===== src/rtl/tked_pkg.sv =====
package tked_pkg;

    // Position within an escape sequence.
    typedef enum logic [2:0] {
        PH_IDLE  = 3'd0,
        PH_ESC   = 3'd1,
        PH_CSI   = 3'd2,
        PH_NUM   = 3'd3,
        PH_SEMI  = 3'd4,
        PH_FINAL = 3'd5,
        PH_SS3   = 3'd6
    } phase_t;

    typedef struct packed {
        logic       byte_present;
        logic [7:0] in_byte;
    } poll_t;

    typedef struct packed {
        logic       valid;
        logic       is_key;
        logic [7:0] value;
    } result_t;

    localparam int unsigned ACC_W = 7;
    localparam logic [ACC_W-1:0] ACC_MAX = 7'd99;

    localparam logic [7:0] KEY_ESC     = 8'd0;
    localparam logic [7:0] KEY_ENTER   = 8'd1;
    localparam logic [7:0] KEY_TAB     = 8'd2;
    localparam logic [7:0] KEY_BKSP    = 8'd3;
    localparam logic [7:0] KEY_UP      = 8'd4;
    localparam logic [7:0] KEY_DOWN    = 8'd5;
    localparam logic [7:0] KEY_RIGHT   = 8'd6;
    localparam logic [7:0] KEY_LEFT    = 8'd7;
    localparam logic [7:0] KEY_HOME    = 8'd8;
    localparam logic [7:0] KEY_END     = 8'd9;
    localparam logic [7:0] KEY_INS     = 8'd10;
    localparam logic [7:0] KEY_DEL     = 8'd11;
    localparam logic [7:0] KEY_PGUP    = 8'd12;
    localparam logic [7:0] KEY_PGDN    = 8'd13;
    localparam logic [7:0] KEY_F1      = 8'd14;
    localparam logic [7:0] KEY_F2      = 8'd15;
    localparam logic [7:0] KEY_F3      = 8'd16;
    localparam logic [7:0] KEY_F4      = 8'd17;
    localparam logic [7:0] KEY_F5      = 8'd18;
    localparam logic [7:0] KEY_F6      = 8'd19;
    localparam logic [7:0] KEY_F7      = 8'd20;
    localparam logic [7:0] KEY_F8      = 8'd21;
    localparam logic [7:0] KEY_F9      = 8'd22;
    localparam logic [7:0] KEY_F10     = 8'd23;
    localparam logic [7:0] KEY_F11     = 8'd24;
    localparam logic [7:0] KEY_F12     = 8'd25;
    localparam logic [7:0] KEY_BACKTAB = 8'd26;
    localparam logic [7:0] KEY_NONE    = 8'd255;

    localparam logic [7:0] CH_BS     = 8'd8;
    localparam logic [7:0] CH_TAB    = 8'd9;
    localparam logic [7:0] CH_LF     = 8'd10;
    localparam logic [7:0] CH_CR     = 8'd13;
    localparam logic [7:0] CH_ESC    = 8'd27;
    localparam logic [7:0] CH_DEL    = 8'd127;
    localparam logic [7:0] CH_LBRACK = 8'h5B;
    localparam logic [7:0] CH_SS3    = 8'h4F;
    localparam logic [7:0] CH_TILDE  = 8'h7E;
    localparam logic [7:0] CH_SEMI   = 8'h3B;
    localparam logic [7:0] CH_ZERO   = 8'h30;
    localparam logic [7:0] CH_NINE   = 8'h39;
    localparam logic [7:0] CH_A      = 8'h41;
    localparam logic [7:0] CH_B      = 8'h42;
    localparam logic [7:0] CH_C      = 8'h43;
    localparam logic [7:0] CH_D      = 8'h44;
    localparam logic [7:0] CH_F      = 8'h46;
    localparam logic [7:0] CH_H      = 8'h48;
    localparam logic [7:0] CH_P      = 8'h50;
    localparam logic [7:0] CH_Q      = 8'h51;
    localparam logic [7:0] CH_R      = 8'h52;
    localparam logic [7:0] CH_S      = 8'h53;
    localparam logic [7:0] CH_Z      = 8'h5A;

    function automatic logic [7:0] tilde_key(input logic [ACC_W-1:0] n);
        logic [7:0] k;
        begin
            unique case (n)
                7'd1:    k = KEY_HOME;
                7'd2:    k = KEY_INS;
                7'd3:    k = KEY_DEL;
                7'd4:    k = KEY_END;
                7'd5:    k = KEY_PGUP;
                7'd6:    k = KEY_PGDN;
                7'd7:    k = KEY_HOME;
                7'd8:    k = KEY_END;
                7'd11:   k = KEY_F1;
                7'd12:   k = KEY_F2;
                7'd13:   k = KEY_F3;
                7'd14:   k = KEY_F4;
                7'd15:   k = KEY_F5;
                7'd17:   k = KEY_F6;
                7'd18:   k = KEY_F7;
                7'd19:   k = KEY_F8;
                7'd20:   k = KEY_F9;
                7'd21:   k = KEY_F10;
                7'd23:   k = KEY_F11;
                7'd24:   k = KEY_F12;
                default: k = KEY_NONE;
            endcase
            return k;
        end
    endfunction

    function automatic logic [7:0] csi_letter(input logic [7:0] c);
        logic [7:0] k;
        begin
            unique case (c)
                CH_A:    k = KEY_UP;
                CH_B:    k = KEY_DOWN;
                CH_C:    k = KEY_RIGHT;
                CH_D:    k = KEY_LEFT;
                CH_H:    k = KEY_HOME;
                CH_F:    k = KEY_END;
                CH_Z:    k = KEY_BACKTAB;
                default: k = KEY_NONE;
            endcase
            return k;
        end
    endfunction

    function automatic logic [7:0] ss3_letter(input logic [7:0] c);
        logic [7:0] k;
        begin
            unique case (c)
                CH_P:    k = KEY_F1;
                CH_Q:    k = KEY_F2;
                CH_R:    k = KEY_F3;
                CH_S:    k = KEY_F4;
                CH_H:    k = KEY_HOME;
                CH_F:    k = KEY_END;
                default: k = KEY_NONE;
            endcase
            return k;
        end
    endfunction

endpackage


===== src/rtl/tked_if.sv =====
interface tked_poll_if;
    logic       valid;
    logic       ready;
    logic       byte_present;
    logic [7:0] in_byte;

    modport source (output valid, output byte_present, output in_byte, input ready);
    modport sink (input valid, input byte_present, input in_byte, output ready);
endinterface

interface tked_result_if;
    logic       valid;
    logic       ready;
    logic       is_key;
    logic [7:0] value;

    modport source (output valid, output is_key, output value, input ready);
    modport sink (input valid, input is_key, input value, output ready);
endinterface


===== src/rtl/tked_in_stage.sv =====
module tked_in_stage (
    input  logic              clk,
    input  logic              rst_n,
    tked_poll_if.sink         poll,
    input  logic              can_take,
    output tked_pkg::poll_t   item,
    output logic              fire
);

    logic             valid_reg;
    tked_pkg::poll_t  item_reg;
    logic             load;

    // The held poll moves on whenever the result side has room.
    assign fire       = valid_reg && can_take;
    assign poll.ready = !valid_reg || fire;
    assign load       = poll.valid && poll.ready;
    assign item       = item_reg;

    always_ff @(posedge clk or negedge rst_n)
    begin
        if (!rst_n)
        begin
            valid_reg <= 1'b0;
        end
        else if (poll.ready)
        begin
            valid_reg <= poll.valid;
        end
    end

    always_ff @(posedge clk)
    begin
        if (load)
        begin
            item_reg.byte_present <= poll.byte_present;
            item_reg.in_byte      <= poll.in_byte;
        end
    end

endmodule


===== src/rtl/tked_decode.sv =====
module tked_decode (
    input  logic                clk,
    input  logic                rst_n,
    input  tked_pkg::poll_t     item,
    input  logic                fire,
    output tked_pkg::result_t   res
);

    tked_pkg::phase_t              phase_reg, phase_next;
    logic [tked_pkg::ACC_W-1:0]    num_reg, num_next;

    logic       have;
    logic [7:0] c;
    logic       digit;
    logic [9:0] acc_sum;
    logic [7:0] key;
    logic       pass;

    assign have    = item.byte_present;
    assign c       = item.in_byte;
    assign digit   = have && (c >= tked_pkg::CH_ZERO) && (c <= tked_pkg::CH_NINE);
    // For an ASCII digit the low nibble is its value.
    assign acc_sum = 10'(num_reg) * 10'd10 + 10'(c[3:0]);

    always_comb
    begin
        phase_next = phase_reg;
        num_next   = num_reg;
        key        = tked_pkg::KEY_NONE;
        pass       = 1'b0;
        if (fire)
        begin
            unique case (phase_reg)
                tked_pkg::PH_ESC:
                begin
                    phase_next = tked_pkg::PH_IDLE;
                    if (!have)
                    begin
                        key = tked_pkg::KEY_ESC;
                    end
                    else if (c == tked_pkg::CH_LBRACK)
                    begin
                        phase_next = tked_pkg::PH_CSI;
                    end
                    else if (c == tked_pkg::CH_SS3)
                    begin
                        phase_next = tked_pkg::PH_SS3;
                    end
                end
                tked_pkg::PH_CSI:
                begin
                    phase_next = tked_pkg::PH_IDLE;
                    if (!have)
                    begin
                        key = tked_pkg::KEY_ESC;
                    end
                    else if (digit)
                    begin
                        num_next   = {3'd0, c[3:0]};
                        phase_next = tked_pkg::PH_NUM;
                    end
                    else
                    begin
                        key = tked_pkg::csi_letter(c);
                    end
                end
                tked_pkg::PH_NUM:
                begin
                    if (digit)
                    begin
                        num_next = (acc_sum > 10'(tked_pkg::ACC_MAX)) ?
                                   tked_pkg::ACC_MAX : acc_sum[tked_pkg::ACC_W-1:0];
                    end
                    else if (have && c == tked_pkg::CH_SEMI)
                    begin
                        phase_next = tked_pkg::PH_SEMI;
                    end
                    else
                    begin
                        phase_next = tked_pkg::PH_IDLE;
                        if (have && c == tked_pkg::CH_TILDE)
                        begin
                            key = tked_pkg::tilde_key(num_reg);
                        end
                    end
                end
                tked_pkg::PH_SEMI:
                begin
                    // The modifier is consumed whatever it is.
                    phase_next = tked_pkg::PH_FINAL;
                end
                tked_pkg::PH_FINAL:
                begin
                    phase_next = tked_pkg::PH_IDLE;
                    if (have && c == tked_pkg::CH_Z)
                    begin
                        key = tked_pkg::KEY_BACKTAB;
                    end
                end
                tked_pkg::PH_SS3:
                begin
                    phase_next = tked_pkg::PH_IDLE;
                    if (!have)
                    begin
                        key = tked_pkg::KEY_ESC;
                    end
                    else
                    begin
                        key = tked_pkg::ss3_letter(c);
                    end
                end
                default:
                begin
                    phase_next = tked_pkg::PH_IDLE;
                    if (have)
                    begin
                        if (c == tked_pkg::CH_ESC)
                        begin
                            phase_next = tked_pkg::PH_ESC;
                        end
                        else if (c == tked_pkg::CH_CR || c == tked_pkg::CH_LF)
                        begin
                            key = tked_pkg::KEY_ENTER;
                        end
                        else if (c == tked_pkg::CH_TAB)
                        begin
                            key = tked_pkg::KEY_TAB;
                        end
                        else if (c == tked_pkg::CH_DEL || c == tked_pkg::CH_BS)
                        begin
                            key = tked_pkg::KEY_BKSP;
                        end
                        else
                        begin
                            pass = 1'b1;
                        end
                    end
                end
            endcase
        end
    end

    always_comb
    begin
        res.valid  = pass || (key != tked_pkg::KEY_NONE);
        res.is_key = !pass;
        res.value  = pass ? c : key;
    end

    always_ff @(posedge clk or negedge rst_n)
    begin
        if (!rst_n)
        begin
            phase_reg <= tked_pkg::PH_IDLE;
            num_reg   <= '0;
        end
        else
        begin
            phase_reg <= phase_next;
            num_reg   <= num_next;
        end
    end

endmodule


===== src/rtl/tked_out_stage.sv =====
module tked_out_stage (
    input  logic                clk,
    input  logic                rst_n,
    input  tked_pkg::result_t   res,
    output logic                can_take,
    tked_result_if.source       result
);

    logic             main_valid_reg;
    logic             main_is_key_reg;
    logic [7:0]       main_value_reg;
    logic             skid_valid_reg;
    logic             skid_is_key_reg;
    logic [7:0]       skid_value_reg;
    logic             main_free;

    // The skid entry catches a result that lands while the output is stalled.
    assign can_take  = !skid_valid_reg;
    assign main_free = !main_valid_reg || result.ready;

    assign result.valid  = main_valid_reg;
    assign result.is_key = main_is_key_reg;
    assign result.value  = main_value_reg;

    always_ff @(posedge clk or negedge rst_n)
    begin
        if (!rst_n)
        begin
            main_valid_reg <= 1'b0;
            skid_valid_reg <= 1'b0;
        end
        else if (skid_valid_reg)
        begin
            if (main_free)
            begin
                main_valid_reg <= 1'b1;
                skid_valid_reg <= 1'b0;
            end
        end
        else if (main_free)
        begin
            main_valid_reg <= res.valid;
        end
        else if (res.valid)
        begin
            skid_valid_reg <= 1'b1;
        end
    end

    always_ff @(posedge clk)
    begin
        if (skid_valid_reg)
        begin
            if (main_free)
            begin
                main_is_key_reg <= skid_is_key_reg;
                main_value_reg  <= skid_value_reg;
            end
        end
        else if (main_free)
        begin
            main_is_key_reg <= res.is_key;
            main_value_reg  <= res.value;
        end
        else if (res.valid)
        begin
            skid_is_key_reg <= res.is_key;
            skid_value_reg  <= res.value;
        end
    end

endmodule


===== src/rtl/terminal_key_escape_decoder_top.sv =====
// A poll taken into the input register is decoded combinationally; its result is
// offered once registered in the output register, unless the output is stalled.
// Throughput: one poll per cycle unless stalled; the input register, the decoder's
// phase and accumulator registers and the two-entry output register all advance
// together. Reset (rst_n, asynchronous, active low) empties both registers and
// returns the decoder to idle with the digit accumulator at zero.
module terminal_key_escape_decoder_top (
    input  logic            clk,
    input  logic            rst_n,
    tked_poll_if.sink       poll,
    tked_result_if.source   result
);

    tked_pkg::poll_t    item;
    tked_pkg::result_t  res;
    logic               fire;
    logic               can_take;

    tked_in_stage u_in_stage (
        .clk      (clk),
        .rst_n    (rst_n),
        .poll     (poll),
        .can_take (can_take),
        .item     (item),
        .fire     (fire)
    );

    tked_decode u_decode (
        .clk   (clk),
        .rst_n (rst_n),
        .item  (item),
        .fire  (fire),
        .res   (res)
    );

    tked_out_stage u_out_stage (
        .clk      (clk),
        .rst_n    (rst_n),
        .res      (res),
        .can_take (can_take),
        .result   (result)
    );

endmodule


===== src/flat_wrapper.sv =====
// flat-port wrapper written by rule: the top's interface ports become plain ports
module terminal_key_escape_decoder_top_flat 
  (clk, rst_n, poll_valid, poll_byte_present, poll_in_byte, poll_ready, result_valid, result_is_key, result_value, result_ready);
  tked_poll_if poll_i ();
  tked_result_if result_i ();
  input  logic clk;
  input  logic rst_n;
  input wire logic [$bits(poll_i.valid)-1:0] poll_valid;
  input wire logic [$bits(poll_i.byte_present)-1:0] poll_byte_present;
  input wire logic [$bits(poll_i.in_byte)-1:0] poll_in_byte;
  output wire logic [$bits(poll_i.ready)-1:0] poll_ready;
  output wire logic [$bits(result_i.valid)-1:0] result_valid;
  output wire logic [$bits(result_i.is_key)-1:0] result_is_key;
  output wire logic [$bits(result_i.value)-1:0] result_value;
  input wire logic [$bits(result_i.ready)-1:0] result_ready;
  assign poll_i.valid = poll_valid;
  assign poll_i.byte_present = poll_byte_present;
  assign poll_i.in_byte = poll_in_byte;
  assign poll_ready = poll_i.ready;
  assign result_valid = result_i.valid;
  assign result_is_key = result_i.is_key;
  assign result_value = result_i.value;
  assign result_i.ready = result_ready;
  terminal_key_escape_decoder_top u_core (.clk(clk), .rst_n(rst_n), .poll(poll_i), .result(result_i));
endmodule

===== config.mk =====
export PLATFORM = sky130hd
export DESIGN_NAME = terminal_key_escape_decoder_top_flat
export DESIGN_NICKNAME = d
export VERILOG_FILES = /design/src/rtl/tked_pkg.sv /design/src/rtl/tked_if.sv /design/src/rtl/tked_in_stage.sv /design/src/rtl/tked_decode.sv /design/src/rtl/tked_out_stage.sv /design/src/rtl/terminal_key_escape_decoder_top.sv /design/src/flat_wrapper.sv
export SDC_FILE = /design/constraint.sdc
export NUM_CORES = 1
export LEC_CHECK = 0
export BUFFER_PORTS_ARGS = -buffer_cell sky130_fd_sc_hd__buf_2
export CORE_UTILIZATION = 60
export CTS_CLUSTER_SIZE = 12
export DETAILED_ROUTE_END_ITERATION = 10
export GPL_ROUTABILITY_DRIVEN = 0
export HOLD_SLACK_MARGIN = 0.05
export PLACE_DENSITY = 0.79
export SYNTH_ARGS = -nofsm -noshare
export SYNTH_HDL_FRONTEND = slang
export SYNTH_SLANG_ARGS = --single-unit

===== constraint.sdc =====
create_clock -name clk -period 3.6 [get_ports clk]
set_clock_uncertainty 0.2 [all_clocks]
set_input_delay 0.9 -clock clk [delete_from_list [all_inputs] [get_ports clk]]
set_output_delay 0.9 -clock clk [all_outputs]
set_load 0.005 [all_outputs]

==> results of run 1 <==
==> cell usage after synthesis (3+ instances only) <==
cell | instances | area share
a31oi_1 | 5 | 0.0093
dfrtp_1 | 13 | 0.097
mux2_2 | 3 | 0.010
nor2_1 | 23 | 0.026
and2_1 | 4 | 0.0075
edfxtp_1 | 27 | 0.24
nor2b_1 | 10 | 0.019
a21oi_1 | 19 | 0.028
inv_1 | 12 | 0.013
nor3_1 | 9 | 0.013
xnor2_1 | 4 | 0.010
o21a_1 | 17 | 0.038
o21ai_0 | 13 | 0.019
clkbuf_1 | 12 | 0.013
ha_1 | 19 | 0.071
buf_2 | 9 | 0.013
nor4_1 | 5 | 0.0093
nand3_1 | 8 | 0.012
nand2b_1 | 8 | 0.015
o21ai_1 | 5 | 0.0075
o211ai_1 | 6 | 0.013
mux2i_1 | 6 | 0.018
nand4_1 | 5 | 0.0093
and3_1 | 6 | 0.011
a211oi_1 | 3 | 0.0067
o22ai_1 | 3 | 0.0056
and3b_1 | 3 | 0.0078
nand2_1 | 26 | 0.029
==> routing by layer <==
layer / up-vias / track usage / routed length, um
met5: - / 0 / 0
met2: 170 / 0.469 / 3840
li1: 1401 / - / -
met1: 1460 / 0.413 / 3680
met3: 35 / 0.0833 / 733
met4: 0 / 0.0769 / 231
==> stage by stage <==
stage | hold WS [ns] | std cells
floorplan | 0.297 | 355
global placement | 0.303 | 439
detailed placement | 0.313 | 439
CTS | 0.299 | 447
global route | 0.305 | 448
finish | 0.287 | 448
==> cells in the final DEF (no fill, tap or decap), types with 6 or more instances in the layout <==
master / instances
edfxtp_1: 27
nand2_1: 26
nor2_1: 23
buf_2: 23
a21oi_1: 19
ha_1: 19
o21a_1: 17
buf_4: 16
o21ai_0: 13
dfrtp_1: 13
inv_1: 12
nor2b_1: 10
nor3_1: 9
nand3_1: 8
nand2b_1: 8
and3_1: 6
o211ai_1: 6
mux2i_1: 6
==> cell type report <==
class / count / area share
Multi-Input combinational cell: 279 / 0.560
Sequential cell: 40 / 0.309
Timing Repair Buffer: 39 / 0.0640
Tap cell: 70 / 0.0238
Clock buffer: 5 / 0.0187
Clock inverter: 3 / 0.0126
Inverter: 12 / 0.0123
==> worst max-delay path, delay by kind of cell, from the launching register on <==
kind	cells	cell delay [ns]
AOI/OAI and AO/OA	5	0.94
xor gates and xnor gates	1	0.17
adders and majority gates	3	0.96
buffers and inverters	2	0.23
DFF	1	0.39
and+or+nand+nor	1	0.42
==> worst max path at each step <==
stage / from / end / slack (ns) / cells after the start
after detailed placement: u_core.u_decode.num_reg[1]$_DFFE_PN0P_ / u_core.u_decode.num_reg[2]$_DFFE_PN0P_ / 0.19 / 11
after global routing: u_core.u_decode.num_reg[1]$_DFFE_PN0P_ / u_core.u_decode.num_reg[2]$_DFFE_PN0P_ / 0.02 / 11
after CTS: u_core.u_decode.num_reg[1]$_DFFE_PN0P_ / u_core.u_decode.num_reg[2]$_DFFE_PN0P_ / 0.16 / 11
final: u_core.u_decode.num_reg[1]$_DFFE_PN0P_ / u_core.u_decode.num_reg[2]$_DFFE_PN0P_ / 0.22 / 12
after floorplan: u_core.u_decode.num_reg[1]$_DFFE_PN0P_ / u_core.u_decode.num_reg[2]$_DFFE_PN0P_ / 0.27 / 11
after global placement: u_core.u_decode.num_reg[1]$_DFFE_PN0P_ / u_core.u_decode.num_reg[2]$_DFFE_PN0P_ / 0.33 / 11
==> what timing repair did <==
action | 4_1_cts | 5_1_grt
endpoints found under the setup margin | 0 | 1
resized for setup | 0 | 2
setup buffers | 0 | 1
hold endpoints to repair | 0 | 0
==> cell families (layout without fill, tap and decap cells) <==
| group | after synthesis | in the layout |
|---|---|---|
| AND/OR/NAND/NOR | 135 | 135 |
| AO/OA/AOI/OAI | 106 | 106 |
| flip-flops | 40 | 40 |
| buffers and inverters | 36 | 59 |
| adder cells (fa/ha/maj) | 21 | 21 |
| multiplexers | 9 | 9 |
| XOR/XNOR | 8 | 8 |
==> power groups by stage <==
stage | Combinational [mW] | Clock [mW] | Sequential [mW]
after global placement | 0.552 | 0 | 0.725
after CTS | 0.566 | 0.391 | 0.722
after global routing | 0.624 | 0.408 | 0.739
final | 0.576 | 0.391 | 0.724
after floorplan | 0.412 | 0 | 0.702
after detailed placement | 0.563 | 0 | 0.732
==> results by group, run 1 <==
Final layout
  • P&R area growth vs syn: 9.71%
  • Utilization after layout: 0.702
  • Multi-input logic area: 2060 sq um
  • Post-Layout Inst Area: 3680 sq um
  • Fill cells: 397
  • Max reg flops: 9
  • Fraction of layout cells with a size suffix above 1: 0.185
  • Final #Nets: 411
  • Diode count: 0
  • Register area: 1140 sq um

Yosys
  • Syn Nets: 389
  • Ys flop type: edfxtp_1
  • Post-synthesis compound-gate area fraction: 0.233
  • Cells after synthesis: 355
  • Mapped cell area: between 3000 and 4000 sq um
  • Synth warnings: 0
  • Number of flops mapped to enable cells by yosys: 27
  • Synth Area in Simple Gates: 0.241
  • Combinational family with the most area after synthesis: simple AND/OR/NAND/NOR gates
  • Sequential share of the synthesized area: 0.339
  • Post-Synth Adder-Cell Area: 0.0829
  • Seq cells post-synth: 40
  • Mux cell area share after synthesis: 0.0280
  • Async SR Flop Fraction: 0.325
  • Post-Synth XOR/XNOR Area: 0.0273
  • Syn_area_per_cell: 9.44 sq um
  • Cell variety after synth: 82

Drt
  • Vias per cell: a little under 7
  • Vias: 3066
  • Initial drt markers: 428
  • # DRC: 0
  • Drt total wl: 8.48 mm
  • Detail Route Antenna Nets: 0
  • Initial DRT Pass Iterations: 6
  • Routed wire per std cell: 18.9 um

Global route
  • Number of global-route vias before repair: 2895
  • Largest net degree at the start of global routing: 19
  • First-pass GRT wire length: 14.0 mm
  • Gr ovfl total: 0
  • Overall Global Routing Usage: 0.301
  • Initial antenna violation count: 0

Clock network
  • Clk_lat worst skew: 0.31 ns
  • H-tree levels: 2
  • Hold-fix buffer count after cts: 0
  • CTS tree: done
  • Clock Pin Slew Worst Setup and Hold Paths: 0.09 ns
  • Clk buf depth: 2
  • Num CTS Buffers: 5
  • Clk sinks: 40
  • Root buffer cell: clkbuf_8

Place
  • Pre-CTS setup slack: 0.190 ns
  • Hpwl dp: slightly above 6 mm
  • Cell Area, Placed: 3550 sq um
  • IO Port Bufs: 23

Power
  • Switch share: 0.342
  • Peak VDD IR: between 300 and 400 uV
  • Clock Power Share: 0.231
  • Internal Power: 1.11 mW
  • Leakage power: approximately 1.5 nW
  • PD cells: 460 nW/um^2
  • Sequential power share: 0.428
  • Pwr Total: 1.69 mW
  • Logic pwr share: 0.341
  • Switching Power: between 0.5 and 0.6 mW

Timing
  • Hold Vio Cnt, Final: 0
  • Min Tclk post-route: 3.38 ns
  • Tcrit/Tclk final: 0.939
  • Setup-failing EPs final: 0
  • Final Worst Setup Slack: 0.219 ns
  • Setup TNS: 0 ns
  • RSZ-0062 raised after global routing: no
  • Tightest Pin Transition: 0.624 ns
  • Max-slew headroom: 0.584
  • Fmax: 296 MHz
  • Max-slew violation count: 0

Status
  • Status: finished clean

Die
  • Row cnt: 26
  • Core area: 5240 sq um
  • Ports: 24
  • Die X: 76.7 um
  • Die area: approximately 6000 sq um
  • Die height: 76.7 um
  • Initial Util: 0.640

Critical path
  • Worst EP required: between 3 and 4 ns
  • CP Max Fanout: 6
  • Reg-to-reg endpoint: u_core.u_decode.num_reg[2]$_DFFE_PN0P_
  • CP arrival: between 3 and 4 ns
  • Slowest stage cell, crit path: fa_1
  • Most numerous cell on the critical path: ha_1
  • Reg-to-reg setup timing slack: 0.22 ns
  • Slowest cell delay on critical path: roughly 0.48 ns
  • Setup CP Type: reg2reg
  • Reg2reg path depth: 12
  • Launch point of the worst reg-to-reg path: u_core.u_decode.num_reg[1]$_DFFE_PN0P_
  • Worst-path cell chain: ha_1, ha_1, inv_1, fa_1, xnor2_2, buf_4, o21ai_0, a2bb2oi_1, a31oi_1, a221o_1, or4_1, a21oi_1
  • Setup crit end kind: register
  • Setup crit start kind: register

Flow run
  • Maxcap violations: 0

Hold path
  • Worst hold path type: in2async
No activity file was read; power rests on OpenSTA's default activity.
==> run 2, diff against run 1 <==
--- a/config.mk
+++ b/config.mk
@@ -10,8 +10,11 @@
 export CTS_CLUSTER_SIZE = 12
 export DETAILED_ROUTE_END_ITERATION = 10
 export GPL_ROUTABILITY_DRIVEN = 0
+export GPL_TIMING_DRIVEN = 0
 export HOLD_SLACK_MARGIN = 0.05
 export PLACE_DENSITY = 0.79
+export SETUP_SLACK_MARGIN = 0.02
+export SLEW_MARGIN = 10
 export SYNTH_ARGS = -nofsm -noshare
 export SYNTH_HDL_FRONTEND = slang
 export SYNTH_SLANG_ARGS = --single-unit
==> run 2 against run 1 <==
- die area unchanged
- largest cell class unchanged
- non-clock buffer count up 11
- maximum frequency down 2.0%
- clock power down 6.1%
- routed wire length down 4.2%
- sequential share of layout area down 0.39 points
- power up 0.57%
- via count down 1.9%
- flip-flop and latch count unchanged
- sequential power down 3.6%
==> results by group, run 2 (synthesis results as in run 1) <==
Status
  • Status: finished clean

Power
  • Internal Power: 1.12 mW
  • Logic pwr share: 0.374
  • Clock Power Share: 0.216
  • Pwr Total: 1.70 mW
  • Switching Power: 0.578 mW
  • PD cells: 456 nW/um^2
  • Peak VDD IR: 317 uV
  • Leakage power: 1.46 nW
  • Sequential power share: 0.410
  • Switch share: 0.340

Timing
  • Hold Vio Cnt, Final: 0
  • Final Worst Setup Slack: 0.150 ns
  • Max-slew headroom: 0.557
  • RSZ-0062 raised after global routing: yes
  • Min Tclk post-route: 3.45 ns
  • Hold WS: 0.298 ns
  • Fmax: 290 MHz
  • Tcrit/Tclk final: 0.958
  • Tightest Pin Transition: between 0.6 and 0.7 ns
  • Max-slew violation count: 0
  • Setup-failing EPs final: 0
  • Setup TNS: 0 ns

Flow run
  • Maxcap violations: 0

Final layout
  • Final #Nets: 422
  • Most frequent cells in the layout: 32 x buf_2, 27 x edfxtp_1, 26 x nand2_1
  • Fraction of layout cells with a size suffix above 1: 0.188
  • Multi-input logic area: 2080 sq um
  • Max reg flops: 9
  • Diode count: 0
  • Fill cells: 406
  • Register area: 1140 sq um
  • Commonest non-fill, non-tap cell in the layout: buf_2
  • P&R area growth vs syn: 11.2%
  • Post-Layout Inst Area: 3730 sq um

Critical path
  • Setup crit end kind: register
  • Reg2reg path depth: 11
  • CP arrival: 3.48 ns
  • CP Max Fanout: 8
  • Setup CP Type: reg2reg
  • Launch point of the worst reg-to-reg path: u_core.u_decode.num_reg[1]$_DFFE_PN0P_
  • Reg-to-reg endpoint: u_core.u_decode.num_reg[2]$_DFFE_PN0P_
  • Reg-to-reg setup timing slack: 0.15 ns
  • Setup crit start kind: register
  • Worst EP required: 3.63 ns

Die
  • Ports: 24
  • Initial Util: 0.640
  • Die area: slightly below 6000 sq um
  • Die height: between 70 and 80 um
  • Row cnt: 26
  • Core area: 5240 sq um
  • Die X: 76.7 um

Place
  • Cell Area, Placed: 3550 sq um
  • Pre-CTS setup slack: -0.227 ns
  • IO Port Bufs: 23
  • Hpwl dp: 6.04 mm

Drt
  • Initial DRT Pass Iterations: 6
  • Routed wire per std cell: between 15 and 20 um
  • Drt total wl: approximately 8.1 mm
  • Vias: 3008
  • # DRC: 0
  • Detail Route Antenna Nets: 0
  • Initial drt markers: 334
  • Vias per cell: 6.55

Clock network
  • Clock Pin Slew Worst Setup and Hold Paths: around 0.080 ns
  • CTS tree: done
  • Clk_lat worst skew: a little under 0.3 ns
  • Root buffer cell: clkbuf_8
  • H-tree levels: 2
  • Num CTS Buffers: 5
  • Clk sinks: 40
  • Clk buf depth: 2

Hold path
  • Worst hold path type: in2async

Global route
  • Largest net degree at the start of global routing: 14
  • Number of global-route vias before repair: between 2000 and 3000
  • First-pass GRT wire length: 13.8 mm
  • Gr ovfl total: 0
  • Overall Global Routing Usage: 0.299
  • Initial antenna violation count: 0
## run 2: area by class of cell
type,instances,area share
multi-input cells,279,0.557
flip-flops and latches,40,0.305
repair buffers,26,0.0403
plain buffers,24,0.0322
well taps,70,0.0235
clock buffers,5,0.0185
inverters,12,0.0121
clock inverters,3,0.0114
## run 2: critical path, cell delays in order (launching register included)
cell	delay, ns
dfrtp_2	0.48
ha_1	0.31
ha_1	0.16
inv_1	0.06
fa_1	0.47
xnor2_2	0.19
o2111ai_2	0.19
nor3_2	0.18
and2b_1	0.17
xnor3_2	0.32
or4_1	0.50
a21oi_2	0.15
## run 2: worst max path at each step
stage                                                       from                                              to  slack, ns
after global routing      u_core.u_decode.num_reg[1]$_DFFE_PN0P_          u_core.u_decode.num_reg[2]$_DFFE_PN0P_      0.005
after global placement    u_core.u_decode.num_reg[1]$_DFFE_PN0P_  u_core.u_out_stage.skid_value_reg[7]$_DFFE_PP_      -0.14
final                     u_core.u_decode.num_reg[1]$_DFFE_PN0P_          u_core.u_decode.num_reg[2]$_DFFE_PN0P_       0.15
after detailed placement  u_core.u_decode.num_reg[1]$_DFFE_PN0P_  u_core.u_out_stage.skid_value_reg[7]$_DFFE_PP_      -0.23
after floorplan           u_core.u_decode.num_reg[1]$_DFFE_PN0P_          u_core.u_decode.num_reg[2]$_DFFE_PN0P_       0.27
after CTS                 u_core.u_decode.num_reg[1]$_DFFE_PN0P_          u_core.u_decode.num_reg[2]$_DFFE_PN0P_       0.04
## run 2: metal layers
metal	vias up	part of all wire	global-route usage
met5	-	0	0
met4	0	0.030	0.115
met3	42	0.096	0.0667
met2	167	0.43	0.436
met1	1382	0.44	0.432
li1	1417	-	-
## run 2: what timing repair did
action                                  in CTS  in global routing
buffers inserted                             1                  2
endpoints found under the setup margin      11                 13
pin swaps                                    1                  4
resized for setup                            3                  5
hold buffers                                 0                  0
## run 2: power by group through the flow
stage / registers [mW] / clock network (mW) / logic [mW]
6_report: 0.698 / 0.367 / 0.636
3_5_place_dp: 0.705 / 0 / 0.584
4_1_cts: 0.698 / 0.373 / 0.599
3_3_place_gp: 0.701 / 0 / 0.567
2_1_floorplan: 0.702 / 0 / 0.412
5_1_grt: 0.712 / 0.389 / 0.692
## run 2: stage by stage
| stage | utilization | cells |
|---|---|---|
| 2_1_floorplan | - | 355 |
| 3_3_place_gp | 0.678 | 448 |
| 3_5_place_dp | 0.678 | 448 |
| 4_1_cts | 0.703 | 457 |
| 5_1_grt | 0.712 | 459 |
| 6_report | 0.712 | 459 |
